--- config.mk ---
export PLATFORM = sky130hd
export DESIGN_NAME = lmsdb_ctrl
export DESIGN_NICKNAME = d
export VERILOG_FILES = /design/src/hdl/lmsdb_pkg.sv /design/src/hdl/lmsdb_ctrl.sv
export SDC_FILE = /design/constraint.sdc
export NUM_CORES = 1
export LEC_CHECK = 0
export ABC_AREA = 0
export BUFFER_PORTS_ARGS = -buffer_cell sky130_fd_sc_hd__buf_4
export CORE_AREA = 2 2 39 41
export CTS_CLUSTER_DIAMETER = 50
export DETAILED_ROUTE_END_ITERATION = 10
export DIE_AREA = 0 0 41 43
export SYNTH_ARGS = -nofsm -noshare
export SYNTH_HDL_FRONTEND = slang
export SYNTH_SLANG_ARGS = --single-unit
--- constraint.sdc ---
create_clock -name i_clk -period 1.45 [get_ports i_clk]
set_input_delay 0.29 -clock i_clk [delete_from_list [all_inputs] [get_ports i_clk]]
set_output_delay 0.29 -clock i_clk [all_outputs]
set_load 0.02 [all_outputs]
--- src/hdl/lmsdb_pkg.sv ---
// ----------------------------------------------------------------------------
// lmsdb_pkg
// Shared types and constants for the LED matrix scan double buffer unit:
// request and register codes, controller states, command and status bundles.
// ----------------------------------------------------------------------------
package lmsdb_pkg;

    localparam int unsigned MAX_MODULES = 32;
    localparam int unsigned HALF_BYTES  = MAX_MODULES * 8;
    localparam int unsigned OFF_W       = $clog2(HALF_BYTES);
    localparam int unsigned ADDR_W      = OFF_W + 1;
    localparam int unsigned CNT_W       = OFF_W + 1;

    // largest module row count that still fits, per column count 1..8
    localparam int unsigned ROW_CAP [8] = '{
        MAX_MODULES / 1, MAX_MODULES / 2, MAX_MODULES / 3, MAX_MODULES / 4,
        MAX_MODULES / 5, MAX_MODULES / 6, MAX_MODULES / 7, MAX_MODULES / 8
    };

    localparam logic [7:0] FILL_BLACK = 8'hFF;
    localparam logic [7:0] FILL_CLEAR = 8'h00;

    typedef enum logic [1:0] {
        REQ_PIXEL = 2'd0,
        REQ_FILL  = 2'd1,
        REQ_SWAP  = 2'd2,
        REQ_TICK  = 2'd3
    } t_req;

    typedef enum logic [1:0] {
        CFG_MODULE_COLUMNS = 2'd0,
        CFG_MODULE_ROWS    = 2'd1,
        CFG_DOUBLE_BUFFER  = 2'd2
    } t_cfg_idx;

    typedef enum logic [2:0] {
        S_IDLE,
        S_DISPATCH,
        S_PIX_WR,
        S_FILL,
        S_COPY,
        S_EMIT_RD,
        S_EMIT_DATA,
        S_EMIT_ROW
    } t_state;

    typedef struct packed {
        logic load_item;
        logic pix_read;
        logic pix_write;
        logic fill_start;
        logic fill_step;
        logic swap_req;
        logic tick_begin;
        logic copy_start;
        logic copy_step;
        logic emit_start;
        logic emit_data;
        logic emit_row;
    } t_dp_cmd;

    typedef struct packed {
        t_req req;
        logic pix_ok;
        logic copy_go;
        logic fill_done;
        logic copy_done;
        logic out_free;
        logic emit_last;
    } t_dp_sts;

endpackage

--- src/hdl/lmsdb_ctrl.sv ---
// ----------------------------------------------------------------------------
// lmsdb_ctrl
// Request sequencer: decodes each accepted request and steps the datapath
// through pixel read-modify-write, fill sweep, buffer copy and row burst.
// ----------------------------------------------------------------------------
module lmsdb_ctrl
    import lmsdb_pkg::*;
(
    input  logic    i_clk,
    input  logic    i_rst_n,
    input  logic    i_in_valid,
    input  t_dp_sts i_sts,
    output t_dp_cmd o_cmd,
    output logic    o_busy
);

    t_state r_state;
    t_state n_state;

    always_ff @(posedge i_clk) begin
        if (!i_rst_n) begin
            r_state <= S_IDLE;
        end else begin
            r_state <= n_state;
        end
    end

    always_comb begin
        n_state = r_state;
        o_cmd   = '0;
        o_busy  = 1'b1;
        unique case (r_state)
            S_IDLE: begin
                o_busy = 1'b0;
                if (i_in_valid) begin
                    o_cmd.load_item = 1'b1;
                    n_state         = S_DISPATCH;
                end
            end
            S_DISPATCH: begin
                unique case (i_sts.req)
                    REQ_PIXEL: begin
                        if (i_sts.pix_ok) begin
                            o_cmd.pix_read = 1'b1;
                            n_state        = S_PIX_WR;
                        end else begin
                            n_state = S_IDLE;
                        end
                    end
                    REQ_FILL: begin
                        o_cmd.fill_start = 1'b1;
                        n_state          = S_FILL;
                    end
                    REQ_SWAP: begin
                        o_cmd.swap_req = 1'b1;
                        n_state        = S_IDLE;
                    end
                    REQ_TICK: begin
                        o_cmd.tick_begin = 1'b1;
                        if (i_sts.copy_go) begin
                            o_cmd.copy_start = 1'b1;
                            n_state          = S_COPY;
                        end else begin
                            o_cmd.emit_start = 1'b1;
                            n_state          = S_EMIT_RD;
                        end
                    end
                endcase
            end
            S_PIX_WR: begin
                o_cmd.pix_write = 1'b1;
                n_state         = S_IDLE;
            end
            S_FILL: begin
                if (i_sts.fill_done) begin
                    n_state = S_IDLE;
                end else begin
                    o_cmd.fill_step = 1'b1;
                end
            end
            S_COPY: begin
                if (i_sts.copy_done) begin
                    o_cmd.emit_start = 1'b1;
                    n_state          = S_EMIT_RD;
                end else begin
                    o_cmd.copy_step = 1'b1;
                end
            end
            S_EMIT_RD: begin
                // wait for the registered read
                n_state = S_EMIT_DATA;
            end
            S_EMIT_DATA: begin
                if (i_sts.out_free) begin
                    o_cmd.emit_data = 1'b1;
                    n_state         = S_EMIT_ROW;
                end
            end
            S_EMIT_ROW: begin
                if (i_sts.out_free) begin
                    o_cmd.emit_row = 1'b1;
                    n_state        = i_sts.emit_last ? S_IDLE : S_EMIT_RD;
                end
            end
            default: begin
                n_state = S_IDLE;
            end
        endcase
    end

`ifndef ASSERT_OFF
    a_accept_dispatch: assert property (@(posedge i_clk) disable iff (!i_rst_n)
        (r_state == S_IDLE && i_in_valid) |=> (r_state == S_DISPATCH))
        else $error("accepted request not dispatched");

    a_pix_after_read: assert property (@(posedge i_clk) disable iff (!i_rst_n)
        (r_state == S_PIX_WR) |-> ($past(r_state) == S_DISPATCH && $past(o_cmd.pix_read)))
        else $error("pixel write without preceding read");
`endif

endmodule

* Word level (Yosys, flattened, before mapping)
Cells that the tools add are included.
Cells by class: shifts and indexed selects 0, add/subtract/negate cells 0, magnitude comparators 0, div/mod/pow operators 0, equal/unequal tests 15, reductions and logical operators 3, muxes and demuxes 34, bitwise logic cells 0, multiply operators 0
Operators with widths (count):
- $pmux 3 s8 | 1
- $mux 1 | 22
- $mux 3 | 7
- $eq 3x3->1 const B | 4
- $pmux 3 s4 | 1
- $ne 2x2->1 const B | 5
- $eq 3x2->1 const B | 2
- $reduce_and 5->1 | 1
- $eq 2x2->1 const B | 2
- $mux 2 | 2
- $eq 3x1->1 const B | 1
- $logic_not 3->1 | 1
- $eq 2x1->1 const B | 1
- $logic_not 2->1 | 1
- $pmux 1 s2 | 1
Word-level totals: register bits after elaboration 3, ROM bits 0, memories kept 0, bits of input ports 11, latch bits 0, RAM bits 0, word-level logic and storage cells 53, output and inout port bits 13

* Depth between registers and ports, before layout
Gate-level depths: netlist of the first run.
word-level depth 3, mapped depth 5

* Worst setup path after synthesis of the first run
OpenSTA, ideal clock, no wires.
path kind reg2out, from register r_state[0], to output o_cmd[10] (netlist bit), data arrival time 1.410 ns, stages on the path, launching flop included 4, path slack -0.250 ns, data required time 1.160 ns, buffers on the path 1, path through dfxtp_1 > buf_2 > nand2_1 > nor4b_1
RTL lines:
- start, declared | RTL line lmsdb_ctrl.sv:17 | t_state r_state;
- start signal, assigned | RTL line lmsdb_ctrl.sv:24 | r_state <= n_state;
- end, declared | RTL line lmsdb_ctrl.sv:13 | output t_dp_cmd o_cmd,

==> flow_summary.yaml, run 1 <==
clock_network:
  numCtsBuffers: 3
  cts_tree: "built"
  path_clk_slew_ns: 0.04
  clock_latency_ns: 0.26
  cts_max_level: 1
  cts_sinks: 3
  clockBufferDepth: 2
  clock-root-buffer: "clkbuf_4"
critical_path:
  worstPathMaxFanout: 3
  critPathRequiredTime_ns: 1.16
  crit_type: "reg2out"
  cp_num_buf_inv: 1
  slowest_stage: "dfxtp_4"
  worstPathArrival_ns: 1.34
  crit_path_end_kind: "output pin"
  cp-start-kind: "flop"
  crit_chain: "nor2_4 -> and3_4 -> and2_4 -> a22o_4 -> buf_6"
  critPathMaxStageDelay_ns: 0.36
  path_delay_family: "flip-flops"
synth:
  async_flop_share_pct: 0
  yosysWarnings: 0
  synth_top_area_cell: "dfxtp_1"
  synth_most_common_cell: "nor2_1"
  synth_nets: 60
  avgSynthCellArea_um2: 7.38
  ys_types: 27
  synthFlopType: "dfxtp_1"
  synth_top_area_share_pct: 16.6
  syn_area_um2: 362
  syn_inst: 49
  synthTopCellsByCount: "nor2_1, inv_1, nand2_1"
  ys_seq_area_share_pct: 16.6
  ys_top_cells_by_area: "dfxtp_1, nor2_1, buf_6"
  synth-seq-cells: 3
  synth-edff-count: 0
finish:
  post-route-util_pct: 67.9
  num_antenna_cells: 0
  syn2layout_area_growth_pct: 160
  largest-register: "r_state"
  nFillCells: 105
  drive_gt1_share_pct: 76.0
  nNetsFinal: 108
  largest_reg_flops: 3
  top_regs: "r_state: 3 flops"
drt:
  dr_total_vias: 561
  ant_nets: 0
  wire_per_inst_um: 14.0
  drtPass1Iterations: 5
  drc: 0
  drt-initial-drc-count: 15
  vias_per_cell: 5.01
  wl_mm: 1.57
timing:
  hold_viol: 0
  fmax_mhz: 615
  relSlewSlack_pct: 79.1
  min_period_ns: 1.63
  fin_crit_sh_pct: 112
  max_slew.worst_pin.slew_ns: 0.313
  finClkSkew_ns: 0.00866
  setup_ws_ns: -0.177
  setup_viol: 13
  maxSlewViolCount: 0
  fin_hold_ws_ns: 0.359
  rsz0062_at_grt: "true"
place:
  post-place-ws_ns: 0.00868
  dpl.hpwl_um: 830
  io_buffer_count: 23
  gp_congestion: 0.784
global_route:
  antenna_found_initial: 0
  grt_overflow: 0
  grt_max_degree: 9
  grt_pass1_vias: 529
  grt_usage_pct: 18.3
  grt_pass1_wl_mm: 2.15
flow_run:
  cap_violations: 0
power:
  power.total_mw: 1.35
  power_frac_clock_pct: 12.3
  power.internal_uw: 812
  pwr_density_cell_mw_per_mm2: 1440
  pwr-share-comb_pct: 75.7
  ir_drop_mv: 0.651
  p_seq_share_pct: 12.0
  sw_frac_of_total_pct: 39.8
  leakage_nw: 0.438
  p_sw_uw: 538
floorplan:
  rows: 14
  initial_utilization_pct: 26.1
  core_mm2: 0.00138
  dieArea_mm2: 0.00176
  io-pin-count: 24
  fp.dieW_um: 41
  die_height_um: 43
status:
  status: "finished, violations left"
  violations: "negative setup slack"
worst_hold_path:
  hold_path_class: "in2reg"
-- logic make-up (layout without fill, tap and decap cells) --
logic type	after synthesis	after routing	synth area share [%]
simple gates	28	28	48.1
compound gates	10	10	22.5
buf+inv	8	55	12.8
flops	3	3	16.6
-- layout make-up --
type	count	area [um2]	share of cell area, %
repair buffers	46	429	45.7
multi-input cells	38	372	39.5
flip-flops and latches	3	71.3	7.59
clock buffers	4	26.3	2.80
inverters	5	21.3	2.26
well taps	16	20.0	2.13
-- power groups by stage --
stage / clock network [mW] / logic [mW] / registers [mW]
after floorplan: 0 / 0.382 / 0.129
after global placement: 0 / 0.595 / 0.141
after detailed placement: 0 / 0.594 / 0.140
after CTS: 0.156 / 0.873 / 0.153
after global routing: 0.170 / 1.08 / 0.167
final: 0.165 / 1.02 / 0.162
-- stage by stage --
stage,std cells,TNS (ns),area (um2)
2_1_floorplan,49,-0.00282,392
3_5_place_dp,94,0,624
6_report,112,-1.41,940
4_1_cts,108,-1.04,833
3_3_place_gp,94,-0.0463,624
5_1_grt,112,-1.90,940
-- worst min-delay path, cell delays in order --
cell and delay, ns:
buf_4 0.11, inv_1 0.10, a2111oi_2 0.07
-- cells in the final DEF, fill, tap and decap left out, types with 2 or more instances in the layout --
cell type	synthesis	final
a31oi_1	2	2
and3_4	0	2
buf_4	0	26
buf_6	2	19
clkbuf_4	0	3
dfxtp_4	0	3
inv_1	5	4
nand2_1	4	3
nor2_1	8	5
nor2_4	0	2
nor3_4	0	2
-- metal layers --
layer  vias to the layer above  global-route usage, %  routed length [um]
li1                        269                      -                   -
met1                       262                   21.2                 551
met2                        26                   29.7                 859
met3                         4                   4.71                 119
met4                         0                   8.00                  35
met5                         -                      0                   0
-- what timing repair did --
item                                    CTS  global route
gates cloned                              0             0
hold buffers                              0             0
endpoints found under the setup margin   13            15
pin swaps                                 9             5
buffers inserted                         10             4
gates resized for setup                  29            15
-- final timing paths --
check	startpoint	endpoint	slack, ns	cells after the start
hold reg to reg	r_state[0]	r_state[0]	0.64	3
setup reg to reg	r_state[2]	r_state[0]	-0.08	6
setup / recovery	r_state[2]	o_cmd[2]	-0.18	5
hold / removal	i_rst_n	r_state[1]	0.36	3
(Power assumes the default switching activity.)
==> inputs of run 2 (changes only) <==
Settings changed: RECOVER_POWER set to 50.
Clock period 1.45 ns to 1.4 ns, I/O delays scaled along.
==> run 2 against run 1 <==
The run still ends with negative setup slack left; register-to-register slack gained 0.03 ns; core utilization shrank 2.1 points; clock skew grew 0.0013 ns; global-route usage shrank 1.6 points; sequential share of layout area shrank 0.31 points; largest cell class unchanged; hold slack gained 0.020 ns.
==> flow_summary.yaml, run 2 (synthesis results as in run 1) <==
flow_run:
  cap_violations: 0
clock_network:
  cts_max_level: 1
  cts_hold_buf: 0
  cts_sinks: 3
  cts_tree: "built"
  path_clk_slew_ns: 0.04
  clock_latency_ns: 0.24
  clock-root-buffer: "clkbuf_4"
  clockBufferDepth: 2
  numCtsBuffers: 3
drt:
  drt-initial-drc-count: 4
  vias_per_cell: 4.59
  wl_met2_um: 789
  wire_per_inst_um: 12.6
  drc: 0
  drtPass1Iterations: 4
  maxUsedRoutingLayer: "met3"
  dr_wl_met3_um: 88
  dr_total_vias: 523
  ant_nets: 0
  drt-met1-wl_um: 563
  wl_mm: 1.44
status:
  violations: "negative setup slack"
  status: "finished, violations left"
finish:
  num_antenna_cells: 0
  largest_reg_flops: 3
  nFillCells: 109
  finalInstanceArea_um2: 911
  drive_gt1_share_pct: 74.5
  final_common_cell: "buf_4"
  nNetsFinal: 110
  largest-register: "r_state"
  syn2layout_area_growth_pct: 152
  top_regs: "r_state: 3 flops"
  post-route-util_pct: 65.8
  layout_common_cells: "buf_4, buf_6, nor2_1"
power:
  pwr_density_cell_mw_per_mm2: 1480
  ir_drop_mv: 0.589
  power.total_mw: 1.34
  leakage_nw: 0.423
critical_path:
  worstPathArrival_ns: 1.31
  cp-start-kind: "flop"
  crit_chain: "nor2_2 -> and3_4 -> and2_4 -> a22o_4 -> buf_6"
  worstPathMaxFanout: 3
  critPathRequiredTime_ns: 1.12
  critPathMaxStageDelay_ns: 0.34
  r2r_cells: 6
  slowest_stage: "dfxtp_2"
  crit_path_end_kind: "output pin"
  crit_type: "reg2out"
timing:
  finClkSkew_ns: 0.00993
  min_period_ns: 1.59
  max_slew.worst_pin.slew_ns: 0.367
  maxSlewViolCount: 0
  fin_crit_sh_pct: 114
  hold_viol: 0
  rsz0062_at_grt: "true"
  finalSetupTns_ns: -1.69
  setup_ws_ns: -0.193
  relSlewSlack_pct: 75.4
  setup_viol: 15
  fmax_mhz: 628
floorplan:
  core_mm2: 0.00138
  dieArea_mm2: 0.00176
  rows: 14
  fp.dieW_um: 41
  die_height_um: 43
  io-pin-count: 24
  initial_utilization_pct: 26.1
global_route:
  grt_usage_pct: 16.7
  grt_pass1_vias: 488
  grt_pass1_wl_mm: 2.04
  grt_max_degree: 9
  grt_overflow: 0
  antenna_found_initial: 0
worst_hold_path:
  hold_path_class: "in2reg"
  hold_path_depth: 4
place:
  dpl.hpwl_um: 878
  io_buffer_count: 23
  dpl_cell_area_um2: 654
  gp_congestion: 0.733
-- run 2: critical path, delay by kind of cell, from the launching register on --
| kind | cells | cell delay (ns) |
|---|---|---|
| compound gates | 1 | 0.23 |
| buf+inv | 1 | 0.12 |
| flops | 1 | 0.34 |
| simple gates | 3 | 0.37 |
-- run 2: path summary, 6_finish.rpt --
kind | to | slack, ns | start
max reg2reg | r_state[0] | -0.05 | r_state[2]
min reg2reg | r_state[2] | 0.70 | r_state[2]
min | r_state[0] | 0.38 | i_rst_n
max | o_cmd[2] | -0.19 | r_state[2]
-- run 2: power breakdown --
group / internal (mW) / switching (mW) / leakage (nW) / total (mW)
registers: 0.124 / 0.0440 / 0.0261 / 0.168
logic: 0.586 / 0.431 / 0.382 / 1.02
clock network: 0.107 / 0.0521 / 0.0150 / 0.159
-- run 2: metal layers --
layer / up-vias / GRT usage, %
met2: 18 / 26.9
met3: 0 / 3.66
met1: 235 / 20.7
li1: 270 / -
met5: - / 0
met4: 0 / 6.00
-- run 2: per-stage QoR --
stage	worst slack [ns]	cells	hold slack, ns
2_1_floorplan	-0.0428	49	0.444
3_3_place_gp	-0.0649	98	0.603
3_5_place_dp	-0.0460	98	0.599
4_1_cts	-0.193	107	0.372
5_1_grt	-0.232	114	0.411
6_report	-0.193	114	0.380
-- run 2: area by class of cell --
class | count | area (um2) | area share [%]
well taps | 16 | 20.0 | 2.20
inverters | 5 | 18.8 | 2.06
repair buffers | 48 | 413 | 45.3
clock buffers | 4 | 26.3 | 2.88
multi-input cells | 38 | 367 | 40.2
flip-flops and latches | 3 | 66.3 | 7.28
-- run 2: timing repair --
action | 4_1_cts | 5_1_grt
buffers inserted | 6 | 7
pin swaps | 8 | 7
gates resized for setup | 26 | 6
setup endpoints to repair | 15 | 15
